**src/rtl/i2cps_pkg.sv**
```systemverilog
// ----------------------------------------------------------------------------
// i2cps_pkg
// types and constants shared by the i2c eeprom page sequencer
// ----------------------------------------------------------------------------
package i2cps_pkg;

  localparam int unsigned PageBytes = 32;
  localparam int unsigned PageBits  = $clog2(PageBytes);
  localparam logic [7:0]  DevReset  = 8'd160;

  localparam int unsigned QDepth = 2;
  localparam int unsigned QIdxW  = $clog2(QDepth);
  localparam int unsigned QCntW  = $clog2(QDepth + 1);

  typedef enum logic [2:0] {
    ActStart = 3'd0,
    ActSend  = 3'd1,
    ActRack  = 3'd2,
    ActRnack = 3'd3,
    ActStop  = 3'd4,
    ActWait  = 3'd5
  } act_e;

  // primitive slots of one request, emitted in this order when enabled
  localparam int unsigned NumSlots = 10;
  localparam int unsigned SlotW    = $clog2(NumSlots);
  localparam logic [SlotW-1:0] SlotPreStop = 4'd0;
  localparam logic [SlotW-1:0] SlotStart   = 4'd1;
  localparam logic [SlotW-1:0] SlotDev     = 4'd2;
  localparam logic [SlotW-1:0] SlotAddrHi  = 4'd3;
  localparam logic [SlotW-1:0] SlotAddrLo  = 4'd4;
  localparam logic [SlotW-1:0] SlotRestart = 4'd5;
  localparam logic [SlotW-1:0] SlotDevRd   = 4'd6;
  localparam logic [SlotW-1:0] SlotMain    = 4'd7;
  localparam logic [SlotW-1:0] SlotStop    = 4'd8;
  localparam logic [SlotW-1:0] SlotWait    = 4'd9;

  typedef struct packed {
    logic        mode;
    logic [15:0] start_address;
    logic [7:0]  data_byte;
    logic        first_of_run;
    logic        last_of_run;
  } item_t;

  typedef struct packed {
    act_e       bus_action;
    logic [7:0] byte_value;
    logic       last;
  } result_t;

  // classified request handed from front to back
  typedef struct packed {
    logic        pre_stop;
    logic        open;
    logic        rd;
    logic        close;
    logic [15:0] addr;
    logic [7:0]  data;
    logic [7:0]  dev;
  } cmd_t;

endpackage

```
**src/rtl/i2c_eeprom_page_sequencer_unit.sv**
```systemverilog
// ----------------------------------------------------------------------------
// i2c_eeprom_page_sequencer_unit
// byte-level sequencer for a two-address-byte i2c eeprom
// ----------------------------------------------------------------------------
// Input side is a queue: drive in_item_i and raise push while full is low;
// each request carries one data byte of a read or write run. Result side is
// a queue too: while empty is low out_item_o holds the oldest bus primitive
// (start, send byte, read ack/nack, stop, wait write cycle), taken by pop.
// last marks the final primitive caused by one request.
// The device write byte is written over cfg_valid/cfg_data_i; cfg_ready is
// always high. Write it only while the block is idle.
// With the back end free, the first primitive of a request passes through the
// queue and then the result register before it shows on the result ports. A
// request gives 1 to 9 primitives, delivered at one per cycle while pop keeps
// up; the front accepts one request per cycle, while full is low, into a
// two-entry queue.
// When pop stays low the result register holds, the back end stops, and
// once the queue fills full rises. Reset clears the run state, the queue
// and the result register, and sets the device write byte to 160.
// ----------------------------------------------------------------------------
module i2c_eeprom_page_sequencer_unit (
  input  logic               clk_i,
  input  logic               rst_ni,
  input  logic               push,
  output logic               full,
  input  i2cps_pkg::item_t   in_item_i,
  output logic               empty,
  input  logic               pop,
  output i2cps_pkg::result_t out_item_o,
  input  logic               cfg_valid,
  output logic               cfg_ready,
  input  logic [7:0]         cfg_data_i
);
  import i2cps_pkg::*;

  cmd_t cmd, head;
  logic accept, head_valid, head_empty, head_pop;

  assign cfg_ready  = 1'b1;
  assign accept     = push && !full;
  assign head_valid = !head_empty;

  i2cps_front u_front (
    .clk_i      (clk_i),
    .rst_ni     (rst_ni),
    .accept_i   (accept),
    .item_i     (in_item_i),
    .cfg_we_i   (cfg_valid && cfg_ready),
    .cfg_data_i (cfg_data_i),
    .cmd_o      (cmd)
  );

  i2cps_queue u_queue (
    .clk_i    (clk_i),
    .rst_ni   (rst_ni),
    .wr_i     (accept),
    .wr_cmd_i (cmd),
    .full_o   (full),
    .rd_i     (head_pop),
    .rd_cmd_o (head),
    .empty_o  (head_empty)
  );

  i2cps_back u_back (
    .clk_i        (clk_i),
    .rst_ni       (rst_ni),
    .head_valid_i (head_valid),
    .head_i       (head),
    .head_pop_o   (head_pop),
    .pop          (pop),
    .empty        (empty),
    .out_o        (out_item_o)
  );

endmodule

```
**src/rtl/i2cps_front.sv**
```systemverilog
// ----------------------------------------------------------------------------
// i2cps_front
// run tracking and classification of incoming requests
// ----------------------------------------------------------------------------
module i2cps_front (
  input  logic             clk_i,
  input  logic             rst_ni,
  input  logic             accept_i,
  input  i2cps_pkg::item_t item_i,
  input  logic             cfg_we_i,
  input  logic [7:0]       cfg_data_i,
  output i2cps_pkg::cmd_t  cmd_o
);
  import i2cps_pkg::*;

  logic [7:0]  dev_q, dev_d;
  logic [15:0] addr_q, addr_d;
  logic        open_q, open_d;
  logic        rd_q, rd_d;
  logic [15:0] addr_use, addr_nxt;
  logic        pre_stop, close;

  always_comb begin
    pre_stop = open_q && (item_i.first_of_run || (rd_q != item_i.mode));
    addr_use = item_i.first_of_run ? item_i.start_address : addr_q;
    addr_nxt = addr_use + 16'd1;
    if (item_i.mode) begin
      close = item_i.last_of_run;
    end else begin
      close = item_i.last_of_run || (addr_nxt[PageBits-1:0] == '0);
    end

    cmd_o.pre_stop = pre_stop;
    cmd_o.open     = !open_q || pre_stop;
    cmd_o.rd       = item_i.mode;
    cmd_o.close    = close;
    cmd_o.addr     = addr_use;
    cmd_o.data     = item_i.data_byte;
    cmd_o.dev      = dev_q;

    dev_d  = cfg_we_i ? cfg_data_i : dev_q;
    addr_d = accept_i ? addr_nxt : addr_q;
    open_d = accept_i ? !close : open_q;
    rd_d   = accept_i ? item_i.mode : rd_q;
  end

  always_ff @(posedge clk_i or negedge rst_ni) begin
    if (!rst_ni) begin
      dev_q  <= DevReset;
      addr_q <= '0;
      open_q <= 1'b0;
      rd_q   <= 1'b0;
    end else begin
      dev_q  <= dev_d;
      addr_q <= addr_d;
      open_q <= open_d;
      rd_q   <= rd_d;
    end
  end

endmodule

```
**src/rtl/i2cps_queue.sv**
```systemverilog
// ----------------------------------------------------------------------------
// i2cps_queue
// short request queue between front and back
// ----------------------------------------------------------------------------
module i2cps_queue (
  input  logic            clk_i,
  input  logic            rst_ni,
  input  logic            wr_i,
  input  i2cps_pkg::cmd_t wr_cmd_i,
  output logic            full_o,
  input  logic            rd_i,
  output i2cps_pkg::cmd_t rd_cmd_o,
  output logic            empty_o
);
  import i2cps_pkg::*;

  cmd_t             buf_q [QDepth];
  logic [QIdxW-1:0] wptr_q, wptr_d, rptr_q, rptr_d;
  logic [QCntW-1:0] cnt_q, cnt_d;
  logic             do_wr, do_rd;

  always_comb begin
    full_o   = (cnt_q == QCntW'(QDepth));
    empty_o  = (cnt_q == '0);
    do_wr    = wr_i && !full_o;
    do_rd    = rd_i && !empty_o;
    rd_cmd_o = buf_q[rptr_q];
    wptr_d   = do_wr ? ((wptr_q == QIdxW'(QDepth - 1)) ? '0 : wptr_q + 1'b1) : wptr_q;
    rptr_d   = do_rd ? ((rptr_q == QIdxW'(QDepth - 1)) ? '0 : rptr_q + 1'b1) : rptr_q;
    cnt_d    = cnt_q + QCntW'(do_wr) - QCntW'(do_rd);
  end

  always_ff @(posedge clk_i or negedge rst_ni) begin
    if (!rst_ni) begin
      wptr_q <= '0;
      rptr_q <= '0;
      cnt_q  <= '0;
    end else begin
      wptr_q <= wptr_d;
      rptr_q <= rptr_d;
      cnt_q  <= cnt_d;
    end
  end

  always_ff @(posedge clk_i) begin
    if (do_wr) begin
      buf_q[wptr_q] <= wr_cmd_i;
    end
  end

endmodule

```
**src/rtl/i2cps_back.sv**
```systemverilog
// ----------------------------------------------------------------------------
// i2cps_back
// expands each request into bus primitives, one per cycle unless pop stalls the result
// ----------------------------------------------------------------------------
module i2cps_back (
  input  logic               clk_i,
  input  logic               rst_ni,
  input  logic               head_valid_i,
  input  i2cps_pkg::cmd_t    head_i,
  output logic               head_pop_o,
  input  logic               pop,
  output logic               empty,
  output i2cps_pkg::result_t out_o
);
  import i2cps_pkg::*;

  logic [NumSlots-1:0] en, cur, low, rem_q, rem_d;
  logic                loaded_q, loaded_d;
  logic                out_valid_q, out_valid_d;
  result_t             out_q, res;
  logic [SlotW-1:0]    slot;
  logic                adv;

  always_comb begin
    en = '0;
    en[SlotPreStop] = head_i.pre_stop;
    en[SlotStart]   = head_i.open;
    en[SlotDev]     = head_i.open;
    en[SlotAddrHi]  = head_i.open;
    en[SlotAddrLo]  = head_i.open;
    en[SlotRestart] = head_i.open && head_i.rd;
    en[SlotDevRd]   = head_i.open && head_i.rd;
    en[SlotMain]    = 1'b1;
    en[SlotStop]    = head_i.close;
    en[SlotWait]    = head_i.close && !head_i.rd;

    cur  = loaded_q ? rem_q : en;
    low  = cur & (~cur + 1'b1);
    slot = '0;
    for (int i = 0; i < NumSlots; i++) begin
      if (low[i]) begin
        slot = SlotW'(i);
      end
    end

    res.byte_value = '0;
    res.last       = ((cur & ~low) == '0);
    case (slot)
      SlotPreStop: res.bus_action = ActStop;
      SlotStart:   res.bus_action = ActStart;
      SlotDev: begin
        res.bus_action = ActSend;
        res.byte_value = head_i.dev;
      end
      SlotAddrHi: begin
        res.bus_action = ActSend;
        res.byte_value = head_i.addr[15:8];
      end
      SlotAddrLo: begin
        res.bus_action = ActSend;
        res.byte_value = head_i.addr[7:0];
      end
      SlotRestart: res.bus_action = ActStart;
      SlotDevRd: begin
        res.bus_action = ActSend;
        res.byte_value = head_i.dev + 8'd1;
      end
      SlotMain: begin
        if (head_i.rd) begin
          res.bus_action = head_i.close ? ActRnack : ActRack;
        end else begin
          res.bus_action = ActSend;
          res.byte_value = head_i.data;
        end
      end
      SlotStop:    res.bus_action = ActStop;
      SlotWait:    res.bus_action = ActWait;
      default:     res.bus_action = ActStop;
    endcase

    adv         = head_valid_i && (!out_valid_q || pop);
    head_pop_o  = adv && res.last;
    rem_d       = adv ? (cur & ~low) : rem_q;
    loaded_d    = adv ? !res.last : loaded_q;
    out_valid_d = adv || (out_valid_q && !pop);
    empty       = !out_valid_q;
    out_o       = out_q;
  end

  always_ff @(posedge clk_i or negedge rst_ni) begin
    if (!rst_ni) begin
      loaded_q    <= 1'b0;
      out_valid_q <= 1'b0;
      rem_q       <= '0;
    end else begin
      loaded_q    <= loaded_d;
      out_valid_q <= out_valid_d;
      rem_q       <= rem_d;
    end
  end

  always_ff @(posedge clk_i) begin
    if (adv) begin
      out_q <= res;
    end
  end

endmodule

```
**config.mk**
```make
export PLATFORM = sky130hd
export DESIGN_NAME = i2c_eeprom_page_sequencer_unit
export DESIGN_NICKNAME = d
export VERILOG_FILES = /design/src/rtl/i2cps_pkg.sv /design/src/rtl/i2c_eeprom_page_sequencer_unit.sv /design/src/rtl/i2cps_front.sv /design/src/rtl/i2cps_queue.sv /design/src/rtl/i2cps_back.sv
export SDC_FILE = /design/constraint.sdc
export NUM_CORES = 1
export LEC_CHECK = 0
export BUFFER_PORTS_ARGS = -buffer_cell sky130_fd_sc_hd__buf_2
export CAP_MARGIN = 40
export CORE_MARGIN = 2
export CORE_UTILIZATION = 32
export DETAILED_ROUTE_END_ITERATION = 8
export PLACE_DENSITY = 0.48
export REMOVE_ABC_BUFFERS = 1
export SETUP_SLACK_MARGIN = 0.2
export SLEW_MARGIN = 20
export SYNTH_ARGS = -nofsm -noshare
export SYNTH_HDL_FRONTEND = slang
export SYNTH_SLANG_ARGS = --single-unit
```
**constraint.sdc**
```tcl
create_clock -name clk_i -period 4 [get_ports clk_i]
set_input_delay 1.2 -clock clk_i [delete_from_list [all_inputs] [get_ports clk_i]]
set_output_delay 1.2 -clock clk_i [all_outputs]
set_load 0.01 [all_outputs]
```
Word-level counts from Yosys, hierarchy flattened
Memories as Yosys holds them, arrays and structs flattened.
Cells that the tools add are included.
Storage, ports and cells
  register bits: 54
  latch bits: 0
  RAM bits: 72
  ROM bits: 0
  input bits: 40
  output and inout bits: 15
  logic and storage cells: 83
  memories kept: 1
Operators by class
  add/sub/neg operators: 7
  multipliers: 0
  divide/modulo/power cells: 0
  magnitude comparators: 0
  eq/ne operators: 10
  shift-type cells: 0
  multiplexer cells: 21
  bitwise operators: 4
  reduce and logical (&&, ||, !) cells: 27
Memories
  u_queue.buf_q: words 2, bits a word 36, rd ports 1, clocked after memory_dff 0, wr ports 1, RTL line i2cps_queue.sv:17  | cmd_t buf_q [QDepth];
Operator list (count)
  $pmux 8 s5: 1
  $mux 4: 8
  $and 10x10->10: 2
  $not 10->10: 2
  $add 16x1->16 const B: 1
  $eq 4x3->1 const B: 4
  $mux 16: 1
  $pmux 3 s4: 1
  $add 10x1->10 const B: 1
  $logic_not 10->1: 1
  $mux 10: 1
  $logic_and 1x1->1: 9
  $add 8x1->8 const B: 1
  $eq 4x2->1 const B: 2
  $logic_not 1->1: 8
  $mux 8: 1
  $mux 1: 7
  $logic_not 5->1: 1
  $logic_or 1x1->1: 5
  $eq 4x1->1 const B: 1
  $eq 4x4->1 const B: 1
  $reduce_or 4->1: 1
  $mux 3: 1
  $add 1x1->1 const B: 2
  other kinds (6): 6

Logic depth before layout (Yosys ltp)
Gate-level depths: netlist of run 1.
An unclocked memory read counts as a cell.
  depth in word-level cells: 19
  mapped depth: 10
  gate-level depth less buffers: 9

Hierarchy
From an unflattened synthesis of run 1, not the netlist that was laid out.
Unflattened totals
  cell total of the unflattened synthesis: 493
  area, all modules: 6473.7 µm²
Modules (own cells, without submodules)
  i2cps_queue: times used 1, cells an instance 130, area an instance 2947.8 µm²
  i2cps_front: times used 1, cells an instance 176, area an instance 1801.7 µm²
  i2cps_back: times used 1, cells an instance 183, area an instance 1695.4 µm²
  i2c_eeprom_page_sequencer_unit: times used 1, cells an instance 4, area an instance 28.8 µm²

Worst setup path before layout of run 1
OpenSTA, ideal clock, no wires.
  path kind: input-to-reg
  start: in push
  end: mem u_queue.buf_q[0][0] (netlist name) (enable)
  arrival time: 3157 ps
  required time: 3571 ps
  setup slack: 413 ps
  stages on the path: 4
  cell sequence: nand2_1 > clkbuf_1 > clkbuf_1 > nor2_1
On the way
  cells in the longest elaborated chain, start to end: 4
Ends and longest elaborated chain
  start, declared: RTL line i2c_eeprom_page_sequencer_unit.sv:24  | input logic push,
  $logic_and 1x1->1: RTL line i2c_eeprom_page_sequencer_unit.sv:40  | assign accept = push && !full;
  $logic_and 1x1->1: RTL line i2cps_queue.sv:25  | do_wr = wr_i && !full_o;
  $mux 1: RTL line i2cps_queue.sv:46  | if (do_wr) begin
  $mux 1 (implied by the code): RTL line i2cps_queue.sv:47  | buf_q[wptr_q] <= wr_cmd_i;
  end, declared: RTL line i2cps_queue.sv:17
No other way between the ends.

==> results of run 1 <==
==> power by group through the flow <==
stage	clock, mW	combinational, mW	sequential (mW)
2_1_floorplan	0	1.26	2.24
3_3_place_gp	0	1.89	2.19
3_5_place_dp	0	1.91	2.21
4_1_cts	1.50	1.92	2.18
5_1_grt	1.56	2.11	2.24
6_report	1.45	1.89	2.18
==> logic make-up (layout without fill, tap and decap cells) <==
kind of cell,after synthesis,count (layout),synth area share [%]
flops,125,125,59.4
buf+inv,44,119,3.43
mux,62,62,12.0
xor+xnor,21,21,3.08
compound gates,88,88,10.4
other cells,1,1,0.0627
simple gates,115,115,10.8
fa+ha+maj,4,4,0.837
==> routing by layer <==
layer / share of wire [%] / global-route usage [%]
met5: 0 / 0
met4: 1.4 / 4.89
met3: 4.6 / 4.31
met2: 45 / 20.6
met1: 49 / 19.0
==> layout make-up <==
class                           instances  share of cell area, %
Sequential cell                       125                   50.3
Multi-Input combinational cell        291                   31.6
Clock buffer                           23                   6.49
Timing Repair Buffer                   61                   4.79
Tap cell                              229                   4.06
Inverter                               26                   1.38
Clock inverter                          9                   1.35
==> worst paths after layout <==
kind / endpoint / slack (ps)
max: u_front.addr_q[12] / 1090
min: u_queue.buf_q[1][4] / 470
max reg2reg: u_queue.cnt_q[1] / 1120
min reg2reg: u_queue.buf_q[1][4] / 470
max in group asynchronous: u_front.dev_q[7] / 2730
min in group asynchronous: u_back.out_valid_q / 710
==> state kept, by name, indices dropped and copies added (netlist names) <==
signal and count:
u_queue.rptr_q 1, u_front.addr_q 16, u_queue.cnt_q 2, u_back.out_o 12
u_queue.buf_q 72, u_front.rd_q 1, u_back.loaded_q 1, u_front.dev_q 8
u_back.out_valid_q 1, u_queue.wptr_q 1, u_back.rem_q 9, u_front.open_q 1
==> synth_stat cells (9+ instances only) <==
cell	number
a21oi_1	11
clkbuf_1	9
dfrtp_1	39
edfxtp_1	84
inv_1	25
mux2_2	20
mux2i_1	35
nand2_1	37
nand3_1	13
nor2_1	21
o21ai_0	25
xnor2_1	15
==> worst max-delay path: stages <==
cell and delay [ps]:
buf_2 430, mux2i_1 260, inv_1 170, ha_1 180
and2_1 290, nand3_1 190, o31a_1 270, o31ai_1 220
==> through the flow <==
step,worst slack [ps],power (mW),instance area [sq um]
after global placement,719,4.08,6480
after CTS,1090,5.60,7060
after floorplan,226,3.50,5870
after global routing,853,5.91,7060
final,1090,5.52,7060
after detailed placement,638,4.12,6500
==> results.toml, run 1 <==
[status]
outcome = "completed"

[placement]
hpwl_mm = 9.09
numPortBuffers = 53
place.gp.congestion = 0.865
dp.cells = 732

[cells_and_area]
multi_input_area_sq_um = 2230
fillers = 1759
final_common_cell = "edfxtp_1"
fin_nets = 566
stdcell_count = 764
drive_gt1_share_pct = 24.5
ff_latch_area_sq_um = 3550
n_antenna_cell = 0
utilization_pct = 38.9
final_cell_mix = "edfxtp_1, buf_2, dfrtp_1, nand2_1, mux2i_1"
syn_to_final_growth_pct = 18.0

[cts]
cts_buffers = 17
cts-resized-gates = 0
clk_path_buf_depth = 2
clkSlewWorstSetupHoldPaths_ps = 50
cts.sinks = 125
postCtsSetupBuffers = 0
clk_latency_ps = 420
ctsRootBufferMaster = "clkbuf_16"
cts_hold_buf = 0
h-tree-depth = 4
tritoncts = "yes"

[routing]
first_pass_iters = 4
wl_mm = 12.8
viasPerCell = 4.98
drc = 0
avgRoutedWirePerCell_microns = 16.8
via_count = 3803
ant_nets = 0
drt_iter0_drc = 326

[global_routing]
grt_remaining_overflow = 0
grt_usage_pct = 13.8
grt_max_degree = 37
antenna_found_initial = 0
grt_pass1_wl_mm = 20.9
grt_pass1_vias = 3910

[sta]
fin_tns_setup_ps = 0
rsz0062_at_grt = "no"
setup_viol = 0
fmax_ghz = 0.343
worstMarginPinSlew_ps = 654
min_period_ps = 2910
holdWs_ps = 467
slew_headroom_pct = 56.2
min_period_over_period_pct = 72.8
drv_slew = 0
skew_ps = 9.59
hold_viol_final = 0

[worst_setup_path]
crit_path_end_kind = "register"
worstSetupStartpoint = "in_item_i[1]"
required_ps = 4320
setup.worst_path.class = "input port to register"
start_kind = "input port"
critPathMaxFanout = 21
timing.rr.start = "u_back.loaded_q"
worstPathArrival_ps = 3230
r2r_cells = 9

[logic_synthesis]
ys_types = 68
syn_area_per_cell_sq_um = 13.0
syn-cell-area_sq_um = 5980
synth_edf_count = 84
ys_ff_latch = 125
synth_flop_cell = "edfxtp_1"
yosys_warnings = 0
ys_seq_area_share_pct = 59.4
synth.top_cell.area_share_pct = 42.2
synthTopCellsByArea = "edfxtp_1, dfrtp_1, mux2i_1"
synthArstFlopShare_pct = 32.8
synth_area_leader_cell = "edfxtp_1"
syn_inst = 460

[die]
die_y_microns = 141
die_w_microns = 141
coreArea_sq_um = 18100
start_util_pct = 32.9
io_pins = 55
num_rows = 49
die_area_sq_um = 19800

[hold_path]
min_from = "u_front.dev_q[4]"
hold_depth = 0
hold_path.class = "register to register"

[power_and_ir_drop]
power_per_cell_area_nw_per_um2 = 782
comb_power_share_pct = 34.2
ir_drop_mv = 0.330
switching_power_mw = 1.89
internal_power_mw = 3.63
clockPowerShare_pct = 26.2
pwr-share-seq_pct = 39.6
swShare_pct = 34.3
leakage_nw = 2.87

[flow_run]
maxCapViolCount = 0
Power figures use the tool's default switching activity.
==> inputs of run 2 (changes only) <==
PLACE_DENSITY = 0.5   (was 0.48)
clock period = 2.5 ns   (was 4 ns; I/O delays follow)
==> run 2 against run 1 <==
Net effect:
- utilization grew 2.8 points
- die area unchanged
- largest power group is now combinational logic
- global-route usage increased by 1.0 points
- clock skew shrank 1.9 ps
- largest cell class unchanged
- clock power increased by 70%
- combinational power up 100%
- via count up 5.8%
- register-to-register slack got worse by 950 ps
- sequential share of layout area shrank 3.4 points
- clock-buffer cell count up 1
==> results.toml, run 2 (same netlist as run 1, synthesis figures left out) <==
[global_routing]
grt_remaining_overflow = 0
antenna_found_initial = 0
grt_pass1_vias = 4168
grt_pass1_wl_mm = 22.6
grt_max_degree = 37
grt_usage_pct = 14.8

[placement]
place.gp.congestion = 0.865
dp.cells = 762
dpl_cell_area_sq_um = 6770
dp_slack_ps = -89.5
hpwl_mm = 9.87
numPortBuffers = 53

[worst_setup_path]
cp_top_family = "simple AND/OR/NAND/NOR gates"
required_ps = 2830
slowest_delay_ps = 570
rrSetupSlack_ps = 170
setup.worst_path.class = "register to register"
cp.buffers_inverters = 1
start_kind = "register"
crit_path_end_kind = "register"
path_depth = 9
critPathSlowestCell = "or4b_4"
critPathMaxFanout = 3
r2r_cells = 9
crit_end = "u_queue.cnt_q[1]"
rr_endpoint = "u_queue.cnt_q[1]"
worstSetupStartpoint = "u_queue.buf_q[1][34]"
cp_cell_sequence = "or4b_4 > o311ai_4 > a21oi_2 > nor4b_4 > ha_1 > inv_1 > ha_1 > xnor2_1 > xnor2_1"
timing.rr.start = "u_queue.buf_q[1][34]"
worstPathArrival_ps = 2660

[cts]
clkSlewWorstSetupHoldPaths_ps = 50
cts.sinks = 125
clk_latency_ps = 410
tritoncts = "yes"
cts_hold_buf = 0
h-tree-depth = 4
cts_buffers = 17
ctsRootBufferMaster = "clkbuf_16"
clk_path_buf_depth = 2

[sta]
slew_headroom_pct = 62.8
hold_viol_final = 0
fmax_ghz = 0.429
min_period_over_period_pct = 93.3
min_period_ps = 2330
skew_ps = 7.70
drv_slew = 0
setup_viol = 0
worstMarginPinSlew_ps = 557
rsz0062_at_grt = "yes"
holdWs_ps = 298
fin_tns_setup_ps = 0
fin_ws_ps = 166

[routing]
wl_mm = 14.0
drt_iter0_drc = 331
ant_nets = 0
drc = 0
viasPerCell = 5.00
first_pass_iters = 5
avgRoutedWirePerCell_microns = 17.4
via_count = 4024

[cells_and_area]
utilization_pct = 41.7
largest_reg_flops = 72
fin_nets = 606
syn_to_final_growth_pct = 26.6
n_antenna_cell = 0
final_cell_mix = "edfxtp_1, buf_2, buf_4, nand2_1, dfrtp_1"
design_area_sq_um = 7570
fillers = 1713
final_common_cell = "edfxtp_1"
stdcell_count = 804
largest-register = "u_queue.buf_q"
drive_gt1_share_pct = 32.7

[die]
coreArea_sq_um = 18100
die_area_sq_um = 19800
die_y_microns = 141
start_util_pct = 32.9
num_rows = 49
die_w_microns = 141
io_pins = 55

[status]
outcome = "completed"

[power_and_ir_drop]
power.total_mw = 9.73
power_per_cell_area_nw_per_um2 = 1290
leakage_nw = 3.14
ir_drop_mv = 0.522

[hold_path]
hold_path.class = "input port to async pin"

[flow_run]
maxCapViolCount = 0
-- run 2: cell types whose count changed in the layout (fill, tap and decap cells not counted), moves of 2 or more --
cell / before / now
mux2_4: 1 / 3
clkbuf_8: 1 / 3
dfrtp_2: 1 / 3
or3_1: 3 / 1
or3_4: 0 / 2
o221ai_2: 0 / 2
buf_12: 1 / 4
mux2_2: 20 / 18
buf_4: 7 / 42
a221oi_1: 3 / 1
o221ai_1: 2 / 0
dfrtp_1: 38 / 36
-- run 2: repair_timing --
item / in CTS / in global routing
endpoints found under the setup margin: 4 / 9
pin swaps: 3 / 12
setup buffers: 6 / 3
resized for setup: 11 / 12
cloned: 1 / 0
-- run 2: power breakdown --
group	internal [mW]	total [mW]	switching (mW)	leakage [nW]
sequential	3.07	3.46	0.393	1.29
combinational	1.76	3.81	2.04	1.56
clock	1.63	2.47	0.834	0.293
-- run 2: final cells by class --
class | instances | area (sq um) | share of cell area [%]
flip-flops and latches | 125 | 3550 | 47.0
clock buffers | 24 | 482 | 6.36
inverters | 26 | 97.6 | 1.29
repair buffers | 101 | 704 | 9.31
clock inverters | 8 | 113 | 1.49
well taps | 229 | 287 | 3.79
multi-input cells | 291 | 2330 | 30.8
-- run 2: per-layer routing --
layer	vias up	track usage (%)	share of wire, %
met5	-	0	0
met4	0	4.79	0.93
met3	11	3.84	4.1
met2	95	23.1	47
met1	1989	20.3	48
li1	1929	-	-
-- run 2: worst min path at each step --
| stage | start | depth (start not counted) | to |
|---|---|---|---|
| after detailed placement | u_front.dev_q[4] | 0 | u_queue.buf_q[1][4] |
| after floorplan | u_front.dev_q[0] | 0 | u_queue.buf_q[0][0] |
| after global placement | u_front.dev_q[4] | 0 | u_queue.buf_q[0][4] |
| after CTS | rst_ni | 1 | u_front.rd_q |
| final | rst_ni | 1 | u_back.rem_q[4] |
| after global routing | rst_ni | 1 | u_queue.wptr_q |
